`src/hw/rtl/rfchk_pkg.sv`:
```
// shared types and constants for the request frame checker
// no dependencies; every other file of the block but rfchk_if refers to this package
`timescale 1ns / 1ps

package rfchk_pkg;

    localparam int POOL_DEPTH_DEF  = 64;
    localparam int MAX_PAYLOAD_DEF = 64;

    localparam logic [7:0] MAGIC_FIRST   = 8'h69;
    localparam logic [7:0] MAGIC_SECOND  = 8'h6B;
    localparam logic [7:0] XOR_KEY_RESET = 8'h97;

    // payload positions
    localparam int KEY_START_POS  = 2;
    localparam int KEY_LAST_POS   = 5;
    localparam int BODY_START_POS = 6;

    // verdict codes
    localparam logic [1:0] V_ACCEPT    = 2'd0;
    localparam logic [1:0] V_BAD_MAGIC = 2'd1;
    localparam logic [1:0] V_DUP       = 2'd2;
    localparam logic [1:0] V_SHORT     = 2'd3;

    // result kinds
    localparam logic KIND_BODY    = 1'b0;
    localparam logic KIND_VERDICT = 1'b1;

    // configuration port
    localparam int         CFG_AW      = 3;
    localparam int         CFG_DW      = 32;
    localparam logic [0:0] REG_XOR_KEY = 1'b0;

    typedef struct packed {
        logic       kind;
        logic [7:0] body_byte;
        logic [1:0] verdict;
        logic       body_end;
    } res_t;

    typedef struct packed {
        logic        start;
        logic [31:0] key;
    } pool_req_t;

    typedef struct packed {
        logic done;
        logic hit;
    } pool_rsp_t;

endpackage

```
`src/hw/rtl/rfchk_if.sv`:
```
// valid/ready channel interfaces for payload bytes and results
// no dependencies
`timescale 1ns / 1ps

interface rfchk_in_if;
    logic       valid;
    logic       ready;
    logic [7:0] data_byte;
    logic       frame_end;

    modport source (output valid, output data_byte, output frame_end, input ready);
    modport sink (input valid, input data_byte, input frame_end, output ready);
endinterface

interface rfchk_out_if;
    logic       valid;
    logic       ready;
    logic       kind;
    logic [7:0] body_byte;
    logic [1:0] verdict;
    logic       body_end;

    modport source (output valid, output kind, output body_byte, output verdict,
                    output body_end, input ready);
    modport sink (input valid, input kind, input body_byte, input verdict,
                  input body_end, output ready);
endinterface

```
`src/hw/rtl/rfchk_cfg.sv`:
```
// apb-style configuration register holding the xor decode key
// depends on rfchk_pkg
`timescale 1ns / 1ps

module rfchk_cfg
(
    input  logic                          clk,
    input  logic                          rst_n,
    input  logic                          psel,
    input  logic                          penable,
    input  logic                          pwrite,
    input  logic [rfchk_pkg::CFG_AW-1:0]  paddr,
    input  logic [rfchk_pkg::CFG_DW-1:0]  pwdata,
    output logic [rfchk_pkg::CFG_DW-1:0]  prdata,
    output logic                          pready,
    output logic [7:0]                    xor_key
);

    logic [7:0] xor_key_reg;
    logic       key_sel;

    assign key_sel = (paddr[rfchk_pkg::CFG_AW-1:2] == rfchk_pkg::REG_XOR_KEY);
    assign pready  = 1'b1;
    assign prdata  = key_sel ? {{(rfchk_pkg::CFG_DW-8){1'b0}}, xor_key_reg}
                             : '0;
    assign xor_key = xor_key_reg;

    always_ff @(posedge clk or negedge rst_n)
    begin
        if (!rst_n)
        begin
            xor_key_reg <= rfchk_pkg::XOR_KEY_RESET;
        end
        else if (psel && penable && pwrite && pready && key_sel)
        begin
            xor_key_reg <= pwdata[7:0];
        end
    end

endmodule

```
`src/hw/rtl/rfchk_pool.sv`:
```
// fifo pool of recent request keys, scanned one entry a cycle by one comparator
// depends on rfchk_pkg
`timescale 1ns / 1ps

module rfchk_pool
#(
    parameter int POOL_DEPTH = rfchk_pkg::POOL_DEPTH_DEF
)
(
    input  logic                  clk,
    input  logic                  rst_n,
    input  rfchk_pkg::pool_req_t  req,
    output rfchk_pkg::pool_rsp_t  rsp
);

    localparam int AW = (POOL_DEPTH > 1) ? $clog2(POOL_DEPTH) : 1;
    localparam int CW = $clog2(POOL_DEPTH + 1);
    localparam int SW = CW + 1;

    localparam logic PS_IDLE = 1'b0;
    localparam logic PS_SCAN = 1'b1;

    logic [31:0]   mem [POOL_DEPTH];

    logic          state_reg, state_next;
    logic [CW-1:0] count_reg, count_next;
    logic [AW-1:0] oldest_reg, oldest_next;
    logic [CW-1:0] idx_reg, idx_next;
    logic [31:0]   key_reg;
    logic [31:0]   rd_data_reg;
    logic          rd_pend_reg;

    logic          issue;
    logic          hit_now;
    logic          miss_now;
    logic [AW-1:0] rd_addr;
    logic [AW-1:0] wr_addr;
    logic          wr_en;

    // ring slot of the entry that lies off places after the oldest one
    function automatic logic [AW-1:0] slot(input logic [AW-1:0] base,
                                           input logic [CW-1:0] off);
        logic [SW-1:0] sum;
        sum = SW'(base) + SW'(off);
        if (sum >= SW'(POOL_DEPTH))
            sum = sum - SW'(POOL_DEPTH);
        return sum[AW-1:0];
    endfunction

    assign issue    = (state_reg == PS_SCAN) && (idx_reg < count_reg);
    assign rd_addr  = slot(oldest_reg, idx_reg);
    assign hit_now  = (state_reg == PS_SCAN) && rd_pend_reg && (rd_data_reg == key_reg);
    assign miss_now = (state_reg == PS_SCAN) && !issue && !rd_pend_reg;
    assign wr_en    = miss_now;
    assign wr_addr  = (count_reg < CW'(POOL_DEPTH)) ? slot(oldest_reg, count_reg)
                                                    : oldest_reg;

    assign rsp.done = hit_now || miss_now;
    assign rsp.hit  = hit_now;

    always_comb
    begin
        state_next  = state_reg;
        count_next  = count_reg;
        oldest_next = oldest_reg;
        idx_next    = idx_reg;
        case (state_reg)
            PS_IDLE:
            begin
                if (req.start)
                begin
                    idx_next   = '0;
                    state_next = PS_SCAN;
                end
            end
            PS_SCAN:
            begin
                if (issue)
                    idx_next = idx_reg + CW'(1);
                if (hit_now)
                begin
                    state_next = PS_IDLE;
                end
                else if (miss_now)
                begin
                    state_next = PS_IDLE;
                    if (count_reg < CW'(POOL_DEPTH))
                        count_next = count_reg + CW'(1);
                    else if (oldest_reg == AW'(POOL_DEPTH - 1))
                        oldest_next = '0;
                    else
                        oldest_next = oldest_reg + AW'(1);
                end
            end
            default:
            begin
                state_next = PS_IDLE;
            end
        endcase
    end

    always_ff @(posedge clk or negedge rst_n)
    begin
        if (!rst_n)
        begin
            state_reg   <= PS_IDLE;
            count_reg   <= '0;
            oldest_reg  <= '0;
            idx_reg     <= '0;
            rd_pend_reg <= 1'b0;
        end
        else
        begin
            state_reg   <= state_next;
            count_reg   <= count_next;
            oldest_reg  <= oldest_next;
            idx_reg     <= idx_next;
            rd_pend_reg <= issue && !hit_now;
        end
    end

    always_ff @(posedge clk)
    begin
        if (state_reg == PS_IDLE && req.start)
            key_reg <= req.key;
        if (issue)
            rd_data_reg <= mem[rd_addr];
        if (wr_en)
            mem[wr_addr] <= key_reg;
    end

endmodule

```
`src/hw/rtl/rfchk_outq.sv`:
```
// two-entry result queue that drives the result channel
// depends on rfchk_pkg and rfchk_if
`timescale 1ns / 1ps

module rfchk_outq
(
    input  logic                  clk,
    input  logic                  rst_n,
    input  logic                  push,
    input  rfchk_pkg::res_t       push_data,
    output logic                  room,
    rfchk_out_if.source           result
);

    rfchk_pkg::res_t ent_reg [2];
    logic            rd_ptr_reg;
    logic            wr_ptr_reg;
    logic [1:0]      cnt_reg;
    logic            pop;
    logic            do_push;

    assign room    = !cnt_reg[1];
    assign do_push = push && room;
    assign pop     = result.valid && result.ready;

    assign result.valid     = (cnt_reg != 2'd0);
    assign result.kind      = ent_reg[rd_ptr_reg].kind;
    assign result.body_byte = ent_reg[rd_ptr_reg].body_byte;
    assign result.verdict   = ent_reg[rd_ptr_reg].verdict;
    assign result.body_end  = ent_reg[rd_ptr_reg].body_end;

    always_ff @(posedge clk or negedge rst_n)
    begin
        if (!rst_n)
        begin
            rd_ptr_reg <= 1'b0;
            wr_ptr_reg <= 1'b0;
            cnt_reg    <= 2'd0;
        end
        else
        begin
            if (pop)
                rd_ptr_reg <= !rd_ptr_reg;
            if (do_push)
                wr_ptr_reg <= !wr_ptr_reg;
            case ({do_push, pop})
                2'b10:   cnt_reg <= cnt_reg + 2'd1;
                2'b01:   cnt_reg <= cnt_reg - 2'd1;
                default: cnt_reg <= cnt_reg;
            endcase
        end
    end

    always_ff @(posedge clk)
    begin
        if (do_push)
            ent_reg[wr_ptr_reg] <= push_data;
    end

endmodule

```
`src/hw/rtl/request_frame_checker_with_replay_pool.sv`:
```
// top level of the request frame checker: frame sequencer, config register, key pool, result queue
// depends on rfchk_pkg, rfchk_if, rfchk_cfg, rfchk_pool, rfchk_outq
`timescale 1ns / 1ps
//
//  channel  direction  transaction
//  rx       in         one raw payload byte with frame_end
//  result   out        one decoded body byte or one frame verdict
//  apb      in         write or read of xor_key
//
//  magic, key and dropped bytes are taken in S_IDLE, followed by S_VERD when the byte also ends the frame
//  body bytes pass through S_BODY, followed by S_VERD when the byte also ends the frame
//  the fourth key byte scans the pool one entry a cycle through a single
//  32-bit comparator, staying in S_SCAN until the first hit or the last stored entry
//  reset empties the pool through its fill count, so there is no clearing pass
//  a stalled result channel holds the sequencer once the two-entry queue is full

module request_frame_checker_with_replay_pool
#(
    parameter int POOL_DEPTH  = rfchk_pkg::POOL_DEPTH_DEF,
    parameter int MAX_PAYLOAD = rfchk_pkg::MAX_PAYLOAD_DEF
)
(
    input  logic                          clk,
    input  logic                          rst_n,
    rfchk_in_if.sink                      rx,
    rfchk_out_if.source                   result,
    input  logic                          psel,
    input  logic                          penable,
    input  logic                          pwrite,
    input  logic [rfchk_pkg::CFG_AW-1:0]  paddr,
    input  logic [rfchk_pkg::CFG_DW-1:0]  pwdata,
    output logic [rfchk_pkg::CFG_DW-1:0]  prdata,
    output logic                          pready
);

    localparam int PW = $clog2(MAX_PAYLOAD + 1);

    localparam logic [1:0] S_IDLE = 2'd0;
    localparam logic [1:0] S_SCAN = 2'd1;
    localparam logic [1:0] S_BODY = 2'd2;
    localparam logic [1:0] S_VERD = 2'd3;

    logic [1:0]     state_reg, state_next;
    logic [PW-1:0]  pos_reg, pos_next;
    logic [1:0]     rej_reg, rej_next;
    logic [31:0]    key_reg, key_next;
    logic           last_reg, last_next;
    logic           short_reg, short_next;
    logic [7:0]     body_reg, body_next;

    logic [7:0]     xor_key;
    logic [7:0]     dec;
    logic           take;
    logic [1:0]     lane;
    logic [PW-1:0]  pos_inc;
    logic [7:0]     want;
    logic           body_hit;
    logic [1:0]     verdict_now;

    rfchk_pkg::pool_req_t pool_req;
    rfchk_pkg::pool_rsp_t pool_rsp;
    rfchk_pkg::res_t      push_data;
    logic                 push;
    logic                 room;

    rfchk_cfg u_cfg
    (
        .clk     (clk),
        .rst_n   (rst_n),
        .psel    (psel),
        .penable (penable),
        .pwrite  (pwrite),
        .paddr   (paddr),
        .pwdata  (pwdata),
        .prdata  (prdata),
        .pready  (pready),
        .xor_key (xor_key)
    );

    rfchk_pool #(.POOL_DEPTH(POOL_DEPTH)) u_pool
    (
        .clk   (clk),
        .rst_n (rst_n),
        .req   (pool_req),
        .rsp   (pool_rsp)
    );

    rfchk_outq u_outq
    (
        .clk       (clk),
        .rst_n     (rst_n),
        .push      (push),
        .push_data (push_data),
        .room      (room),
        .result    (result)
    );

    assign rx.ready = (state_reg == S_IDLE);
    assign take     = rx.valid && rx.ready;
    assign dec      = rx.data_byte ^ xor_key;
    assign lane     = 2'(pos_reg - PW'(rfchk_pkg::KEY_START_POS));
    assign want     = (pos_reg == '0) ? rfchk_pkg::MAGIC_FIRST : rfchk_pkg::MAGIC_SECOND;
    assign pos_inc  = (pos_reg < PW'(MAX_PAYLOAD)) ? pos_reg + PW'(1) : pos_reg;
    assign body_hit = (pos_reg >= PW'(rfchk_pkg::BODY_START_POS))
                      && (pos_reg < PW'(MAX_PAYLOAD)) && (rej_reg == rfchk_pkg::V_ACCEPT);

    assign verdict_now = (rej_reg != rfchk_pkg::V_ACCEPT) ? rej_reg
                       : short_reg ? rfchk_pkg::V_SHORT : rfchk_pkg::V_ACCEPT;

    always_comb
    begin
        state_next    = state_reg;
        pos_next      = pos_reg;
        rej_next      = rej_reg;
        key_next      = key_reg;
        last_next     = last_reg;
        short_next    = short_reg;
        body_next     = body_reg;
        pool_req.start = 1'b0;
        pool_req.key   = key_reg;
        push          = 1'b0;
        push_data     = '0;
        case (state_reg)
            S_IDLE:
            begin
                if (take)
                begin
                    last_next  = rx.frame_end;
                    short_next = (pos_inc < PW'(rfchk_pkg::BODY_START_POS));
                    body_next  = dec;
                    pos_next   = rx.frame_end ? '0 : pos_inc;
                    state_next = rx.frame_end ? S_VERD : S_IDLE;
                    if (pos_reg < PW'(rfchk_pkg::KEY_START_POS))
                    begin
                        if (rej_reg == rfchk_pkg::V_ACCEPT && rx.data_byte != want)
                            rej_next = rfchk_pkg::V_BAD_MAGIC;
                    end
                    else if (pos_reg < PW'(rfchk_pkg::BODY_START_POS))
                    begin
                        key_next = key_reg | (32'(dec) << {lane, 3'b000});
                        if (pos_reg == PW'(rfchk_pkg::KEY_LAST_POS)
                            && rej_reg == rfchk_pkg::V_ACCEPT)
                        begin
                            pool_req.start = 1'b1;
                            pool_req.key   = key_next;
                            state_next     = S_SCAN;
                        end
                    end
                    else if (body_hit)
                    begin
                        state_next = S_BODY;
                    end
                    if (rx.frame_end)
                        key_next = '0;
                end
            end
            S_SCAN:
            begin
                if (pool_rsp.done)
                begin
                    if (pool_rsp.hit)
                        rej_next = rfchk_pkg::V_DUP;
                    state_next = last_reg ? S_VERD : S_IDLE;
                end
            end
            S_BODY:
            begin
                push_data.kind      = rfchk_pkg::KIND_BODY;
                push_data.body_byte = body_reg;
                push_data.verdict   = rfchk_pkg::V_ACCEPT;
                push_data.body_end  = 1'b0;
                push = 1'b1;
                if (room)
                    state_next = last_reg ? S_VERD : S_IDLE;
            end
            S_VERD:
            begin
                push_data.kind      = rfchk_pkg::KIND_VERDICT;
                push_data.body_byte = 8'd0;
                push_data.verdict   = verdict_now;
                push_data.body_end  = 1'b1;
                push = 1'b1;
                if (room)
                begin
                    rej_next   = rfchk_pkg::V_ACCEPT;
                    state_next = S_IDLE;
                end
            end
            default:
            begin
                state_next = S_IDLE;
            end
        endcase
    end

    always_ff @(posedge clk or negedge rst_n)
    begin
        if (!rst_n)
        begin
            state_reg <= S_IDLE;
            pos_reg   <= '0;
            rej_reg   <= rfchk_pkg::V_ACCEPT;
            key_reg   <= '0;
            last_reg  <= 1'b0;
            short_reg <= 1'b0;
        end
        else
        begin
            state_reg <= state_next;
            pos_reg   <= pos_next;
            rej_reg   <= rej_next;
            key_reg   <= key_next;
            last_reg  <= last_next;
            short_reg <= short_next;
        end
    end

    always_ff @(posedge clk)
    begin
        body_reg <= body_next;
    end

endmodule
```
`src/flat_wrapper.sv`:
```
// flat-port wrapper written by rule: the top's interface ports become plain ports
module request_frame_checker_with_replay_pool_flat 
#(
    parameter int POOL_DEPTH  = rfchk_pkg::POOL_DEPTH_DEF,
    parameter int MAX_PAYLOAD = rfchk_pkg::MAX_PAYLOAD_DEF
)
  (clk, rst_n, psel, penable, pwrite, paddr, pwdata, prdata, pready, rx_valid, rx_data_byte, rx_frame_end, rx_ready, result_valid, result_kind, result_body_byte, result_verdict, result_body_end, result_ready);
  rfchk_in_if rx_i ();
  rfchk_out_if result_i ();
  input  logic clk;
  input  logic rst_n;
  input  logic psel;
  input  logic penable;
  input  logic pwrite;
  input  logic [rfchk_pkg::CFG_AW-1:0] paddr;
  input  logic [rfchk_pkg::CFG_DW-1:0] pwdata;
  output logic [rfchk_pkg::CFG_DW-1:0] prdata;
  output logic pready;
  input wire logic [$bits(rx_i.valid)-1:0] rx_valid;
  input wire logic [$bits(rx_i.data_byte)-1:0] rx_data_byte;
  input wire logic [$bits(rx_i.frame_end)-1:0] rx_frame_end;
  output wire logic [$bits(rx_i.ready)-1:0] rx_ready;
  output wire logic [$bits(result_i.valid)-1:0] result_valid;
  output wire logic [$bits(result_i.kind)-1:0] result_kind;
  output wire logic [$bits(result_i.body_byte)-1:0] result_body_byte;
  output wire logic [$bits(result_i.verdict)-1:0] result_verdict;
  output wire logic [$bits(result_i.body_end)-1:0] result_body_end;
  input wire logic [$bits(result_i.ready)-1:0] result_ready;
  assign rx_i.valid = rx_valid;
  assign rx_i.data_byte = rx_data_byte;
  assign rx_i.frame_end = rx_frame_end;
  assign rx_ready = rx_i.ready;
  assign result_valid = result_i.valid;
  assign result_kind = result_i.kind;
  assign result_body_byte = result_i.body_byte;
  assign result_verdict = result_i.verdict;
  assign result_body_end = result_i.body_end;
  assign result_i.ready = result_ready;
  request_frame_checker_with_replay_pool #(.POOL_DEPTH(POOL_DEPTH), .MAX_PAYLOAD(MAX_PAYLOAD)) u_core (.clk(clk), .rst_n(rst_n), .rx(rx_i), .result(result_i), .psel(psel), .penable(penable), .pwrite(pwrite), .paddr(paddr), .pwdata(pwdata), .prdata(prdata), .pready(pready));
endmodule
```
`config.mk`:
```
export PLATFORM = sky130hd
export DESIGN_NAME = request_frame_checker_with_replay_pool_flat
export DESIGN_NICKNAME = d
export VERILOG_FILES = /design/src/hw/rtl/rfchk_pkg.sv /design/src/hw/rtl/rfchk_if.sv /design/src/hw/rtl/rfchk_cfg.sv /design/src/hw/rtl/rfchk_pool.sv /design/src/hw/rtl/rfchk_outq.sv /design/src/hw/rtl/request_frame_checker_with_replay_pool.sv /design/src/flat_wrapper.sv
export SDC_FILE = /design/constraint.sdc
export NUM_CORES = 2
export LEC_CHECK = 0
export BUFFER_PORTS_ARGS = -buffer_cell sky130_fd_sc_hd__buf_2
export CAP_MARGIN = 20
export CORE_MARGIN = 4
export CORE_UTILIZATION = 55
export CTS_CLUSTER_SIZE = 16
export DETAILED_ROUTE_END_ITERATION = 8
export PLACE_DENSITY = 0.81
export SLEW_MARGIN = 20
export SYNTH_ARGS = -nofsm -noshare
export SYNTH_HDL_FRONTEND = slang
export SYNTH_SLANG_ARGS = --single-unit
```
`constraint.sdc`:
```
create_clock -name clk -period 6.95 [get_ports clk]
set_clock_uncertainty 0.1 [all_clocks]
set_input_delay 1.39 -clock clk [delete_from_list [all_inputs] [get_ports clk]]
set_output_delay 1.39 -clock clk [all_outputs]
set_load 0.005 [all_outputs]
```
**After elaboration in Yosys (flattened, before gate mapping)**

Memories as Yosys holds them, arrays and structs flattened. A register that Yosys moved wholly into a read port is not among the register bits.
Cells that the tools add are included.

- Muxes and demuxes: 49
- $lt $le $gt $ge: 9
- Equal/unequal tests: 19
- Bitwise gates (word level): 6
- Reduce and logical (&&, ||, !) cells: 40
- Add/subtract/negate cells: 11
- Shift-type cells: 1

Operators by type and width:

| kind | number |
|---|---|
| 33-bit 2-to-1 mux | 5 |
| 32-bit 2-to-1 mux | 3 |
| 2-bit 2-to-1 mux | 18 |
| 32-bit == test | 1 |
| 32-bit bitwise OR | 1 |
| 8-bit by 5-bit left shift with 32-bit output | 1 |
| 7-bit 2-to-1 mux | 4 |
| 6-bit 2-to-1 mux | 4 |
| 12-bit one-hot mux with 2 select lines | 1 |
| 7-bit by 1-bit adder with 7-bit output, second input constant | 3 |
| 1-bit logical AND | 17 |
| 6-bit by 7-bit adder with 8-bit output | 2 |
| 8-bit by 7-bit greater-or-equal comparator with 1-bit output, second input constant | 2 |
| 2-bit != test, second input constant | 8 |
| 4-bit AND reduction | 4 |
| 7-bit by 3-bit less-than comparator with 1-bit output, second input constant | 2 |
| 7-bit less-than comparator, second input constant | 2 |
| 7-bit one-hot mux with 2 select lines | 1 |
| 6-bit by 1-bit subtractor with 6-bit output, second input constant | 2 |
| 1-bit 2-to-1 mux | 8 |
| 8-bit 2-to-1 mux | 1 |
| 8-bit != test | 1 |
| 2-bit one-hot mux with 4 select lines | 1 |
| 2-bit nonzero test | 4 |
| other kinds (25) | 39 |

- Memories kept: 2
- Bits in registers: 119
- Logic and storage cells: 154
- Memory bits (writable): 2072
- Input port bits: 51

Memory list:

| name | words | width | read ports | clocked after Yosys merged registers in | wr ports | line | source |
|---|---|---|---|---|---|---|---|
| u_core.u_pool.mem | 64 | 32 | 1 | 1 | 1 | rfchk_pool.sv:23 | `logic [31:0] mem [POOL_DEPTH];` |
| u_core.u_outq.ent_reg | 2 | 12 | 1 | 0 | 1 | rfchk_outq.sv:15 | `rfchk_pkg::res_t ent_reg [2];` |

**Logic depth before layout (Yosys ltp)**

- Depth in word-level cells: 10
- Gate-level depth with buffers: 10
- Gate-level depth less buffers: 8

**Hierarchy**

Synthesis repeated with hierarchy kept, for this count alone.

- Cell total of the unflattened synthesis: 4268
- Area, all modules: 87263.7 µm²

Modules (own cells, without submodules):

| module | cells each | sequential area each (µm²) | times used | area an instance (µm²) |
|---|---|---|---|---|
| rfchk_pool | 3861 | 63971.4 | 1 | 82778.1 |
| request_frame_checker_with_replay_pool | 301 | 1366.3 | 1 | 2841.5 |
| rfchk_outq | 54 | 820.8 | 1 | 1058.5 |
| rfchk_cfg | 52 | 206.4 | 1 | 585.6 |

**Worst setup path before layout**

No wires, ideal clock.

- Kind: register -> register
- From: register u_core.u_pool.oldest_reg[0]
- To: memory u_core.u_pool.mem[34][0] (enable)
- Required time: 6.389 ns
- Cell stages (with the launch flop): 9
- Setup slack: 2.026 ns
- Arrival: 4.363 ns
- Setup time: 0.461 ns
- Cells stage by stage: dfrtp_1 > ha_1 > fa_1 > a21o_1 > a21oi_1 > xor2_1 > a31oi_1 > clkbuf_1 > nor3_1

- Word-level cells in the longest chain between the ends: 4
- Elaborated cells between the ends (all ways): 5
- Classes of those cells: add/sub: 2; order compare: 1; mux: 2

Ends and longest elaborated chain:

| item | line | source |
|---|---|---|
| start: declaration | rfchk_pool.sv:27 | `logic [AW-1:0] oldest_reg, oldest_next;` |
| start signal: assignment | rfchk_pool.sv:116 | `oldest_reg <= oldest_next;` |
| 6-bit by 7-bit adder with 8-bit output | rfchk_pool.sv:44 | `sum = SW'(base) + SW'(off);` |
| 8-bit by 7-bit greater-or-equal comparator with 1-bit output or 6-bit by 1-bit subtractor with 6-bit output (tied branches) | rfchk_pool.sv:45, rfchk_pool.sv:46 |  |
| 6-bit 2-to-1 mux | rfchk_pool.sv:45 | `if (sum >= SW'(POOL_DEPTH))` |
| 6-bit 2-to-1 mux (*) | rfchk_pool.sv:55 | `assign wr_addr = (count_reg < CW'(POOL_DEPTH)) ? slot(oldest_reg, count_reg)` |
| end: declaration | rfchk_pool.sv:23 |  |

Every way passes the cells marked *; elsewhere a longest branch is shown, timed or not.

**Worst setup path after layout**

- From: register u_core.u_pool.oldest_reg[0]
- To: register u_core.u_pool.rd_data_reg[28] (read register of u_core.u_pool.mem) (data pin)

- Word-level cells in the longest chain between the ends: 3
- Elaborated cells between the ends (all ways): 4
- Classes of those cells: add/sub: 2; order compare: 1; mux: 1

Ends and longest elaborated chain:

| item | line | source |
|---|---|---|
| 6-bit by 7-bit adder with 8-bit output (*) | rfchk_pool.sv:44 |  |
| 8-bit by 7-bit greater-or-equal comparator with 1-bit output or 6-bit by 1-bit subtractor with 6-bit output (tied branches) | rfchk_pool.sv:45, rfchk_pool.sv:46 |  |
| 6-bit 2-to-1 mux (*) | rfchk_pool.sv:45 |  |
| end: declaration | rfchk_pool.sv:30 | `logic [31:0] rd_data_reg;` |

Marked as above.
A chain may end at the register's enable or synchronous reset.

==> results_dict.tcl <==
set metrics [dict create \
    syn_area_per_cell_sq_um 22.2 \
    initial_core_util 0.554 \
    setup.worst_path.end_class "flip-flop" \
    yosysSeqAreaShare 0.765 \
    min_period_over_period 0.728 \
    post_cts_buffers 0 \
    worst_slew_pin_slew_ps 1200 \
    r2r_end "u_core.u_pool.rd_data_reg[28]" \
    status "finished clean" \
    htreeDepth 4 \
    setup_tns_ps 0 \
    synth.distinct_cells 67 \
    hold_ws_ps 251 \
    cts-resized-gates 0 \
    rsz0062_at_grt "false" \
    stdcell_count 6319 \
    final-max-slew-violation-count 0 \
    max_freq_ghz 0.198 \
    grt_overflow 0 \
    power.leakage_nw 31.1 \
    nFillCells 9874 \
    vdd_ir_drop_max_mv 0.305 \
    sw_frac_of_total 0.263 \
    drc 0 \
    pwr-share-comb 0.188 \
    r2r_slack_ps 1890 \
    setup_violations 0 \
    postPlaceCellArea_sq_mm 0.0902 \
    hpwl_mm 111 \
    port_buffers 46 \
    final_area_sq_mm 0.0969 \
    seqPwrFrac 0.463 \
    p_int_mw 23.8 \
    antenna_found_initial 14 \
    core_area_sq_mm 0.156 \
    ys.flop_type "edfxtp_1" \
    dieArea_sq_mm 0.164 \
    dieHeight_um 405 \
    report.power.total_mw 32.2 \
    crit_type "flip-flop to flip-flop" \
    first_global_vias 44500 \
    min_period_ps 5060 \
    top_level_ports 98 \
    critPathLaunchType "flip-flop" \
    top_register "u_core.u_pool.mem" \
    required_ps 7420 \
    drt-initial-drc-count 6964 \
    hold_viol_final 0 \
    antenna_left 0 \
    clock_sinks 2221 \
    cts-root-buf "clkbuf_16" \
    synth_async_sr_flop_share 0.0356 \
    grt_use_total 0.276 \
    r2r-start "u_core.u_pool.oldest_reg[0]" \
    syn_area_sq_mm 0.0867 \
    die_x_um 405 \
    p_per_area_mw_per_mm2 332 \
    grt_pass1_wl_mm 319 \
    drive_gt1_frac 0.286 \
    synth_seq_cells 2221 \
    cp_max_fo 47 \
    floorplan.rows 145 \
    ctsHoldBuffers 0 \
    place_inst 5938 \
    cap_violations 0 \
    wire_per_inst_um 35.2 \
    final_nets 4169 \
    largest_reg_flops 2048 \
    num_vias 43400 \
    cts_max_path_buffers 3 \
    path_clk_slew_ps 70 \
    cts_tree "done" \
    p_switching_mw 8.46 \
    ff2ff_path_depth 7 \
    slew_headroom 0.195 \
    grt_max_degree 126 \
    clkPwrFrac 0.349 \
    yosysWarnings 0 \
    clock_latency_ps 860 \
    cts_made_buffers 204 \
    first_pass_iters 6 \
    synth_edf_count 2142 \
    wirelength_mm 222 \
    syn_inst 3905 \
    area_growth_syn_to_layout_pct 11.8 \
    crit_arrival_ps 5530 \
    hold_class "input pin to async pin" \
    routabilityCongestion 0.902 \
    drt-vias-per-instance 6.87 \
]
-- power groups by stage --
stage          sequential, mW  combinational, mW  clock [mW]
2_1_floorplan            15.1               4.28           0
3_3_place_gp             15.2               5.80           0
3_5_place_dp             15.2               5.93           0
4_1_cts                  14.9               6.05        11.3
5_1_grt                  14.9               6.34        11.9
6_report                 14.9               6.05        11.2
-- through the flow --
stage / util / worst slack [ps]
global route: 0.620 / 1770
floorplan: - / 2030
CTS: 0.619 / 1990
global placement: 0.577 / 2130
detailed placement: 0.577 / 2050
finish: 0.620 / 1890
-- cell type report --
| class | count | area [sq um] | share of cell area |
|---|---|---|---|
| diodes | 2 | 5.00 | 0.0000516 |
| clock buffers | 254 | 5360 | 0.0553 |
| clock inverters | 122 | 1310 | 0.0135 |
| inverters | 29 | 109 | 0.00112 |
| multi-input cells | 1436 | 19700 | 0.203 |
| flip-flops and latches | 2221 | 66300 | 0.684 |
| well taps | 2058 | 2570 | 0.0266 |
| repair buffers | 197 | 1560 | 0.0161 |
-- worst max path at each step --
stage	from	endpoint	slack [ps]	cells after the start
floorplan	u_core.u_pool.oldest_reg[0]	u_core.u_pool.mem[34][0]	2030	8
global placement	u_core.u_pool.oldest_reg[0]	u_core.u_pool.rd_data_reg[28]	2130	7
detailed placement	u_core.u_pool.oldest_reg[0]	u_core.u_pool.rd_data_reg[28]	2050	7
CTS	u_core.u_pool.oldest_reg[0]	u_core.u_pool.rd_data_reg[28]	1990	7
global route	u_core.u_pool.oldest_reg[0]	u_core.u_pool.rd_data_reg[28]	1770	7
finish	u_core.u_pool.oldest_reg[0]	u_core.u_pool.rd_data_reg[28]	1890	7
-- logic make-up after synthesis --
kind of cell,count (synthesis),synth area share
xor+xnor,70,0.00737
compound gates,269,0.0235
fa+ha+maj,29,0.00436
simple gates,348,0.0210
mux,695,0.164
other cells,2,0.0000866
flops,2221,0.765
buf+inv,271,0.0148
-- critical path: stages (launching register included) --
cell and delay (ps):
dfrtp_1 500, ha_4 230, fa_4 1380, buf_4 720, mux4_2 470, mux4_2 480
o22ai_1 710, a2111oi_1 140
-- synthesized netlist by cell type (27+ instances only) --
library cell / number / share of area
edfxtp_1: 2142 / 0.74
mux4_2: 576 / 0.15
clkbuf_1: 122 / 0.0053
nor2b_1: 80 / 0.0058
nor2_1: 76 / 0.0033
dfrtp_1: 74 / 0.021
buf_2: 73 / 0.0042
a2111oi_0: 64 / 0.0065
mux2i_1: 64 / 0.0074
nor3_1: 63 / 0.0036
mux2_2: 54 / 0.0070
xnor2_1: 48 / 0.0048
a21oi_1: 46 / 0.0027
nand2_1: 40 / 0.0017
o22ai_1: 34 / 0.0025
buf_4: 33 / 0.0029
inv_1: 28 / 0.0012
o21ai_0: 28 / 0.0016
ha_1: 27 / 0.0039
-- per-layer routing --
| metal | routed length (um) | global-route usage | up-vias |
|---|---|---|---|
| met5 | 31 | 0 | - |
| met4 | 13700 | 0.148 | 4 |
| met3 | 29200 | 0.0807 | 662 |
| met2 | 106000 | 0.429 | 3485 |
| met1 | 73100 | 0.356 | 22500 |
| li1 | - | - | 16800 |
-- cells in the final DEF (no fill, tap or decap), types with 13 or more instances in the layout --
cell and count:
a2111oi_0 64, a2111oi_1 23, a21o_1 14, a21oi_1 46, and2_1 13, buf_12 14
buf_2 45, buf_4 135, bufinv_16 21, clkbuf_1 43, clkbuf_16 204, clkinv_1 43
clkinv_2 34, conb_1 25, dfrtp_1 74, edfxtp_1 2142, ha_1 26, inv_1 27
mux2_2 54, mux2i_1 64, mux4_2 576, nand2_1 39, nand3_1 16, nand4_1 17
nor2_1 59, nor2_4 17, nor2b_1 80, nor3_1 15, nor3_2 48, o21ai_0 28
o22ai_1 34, xnor2_1 47, xor2_1 18
No activity file was read; power rests on OpenSTA's default activity.
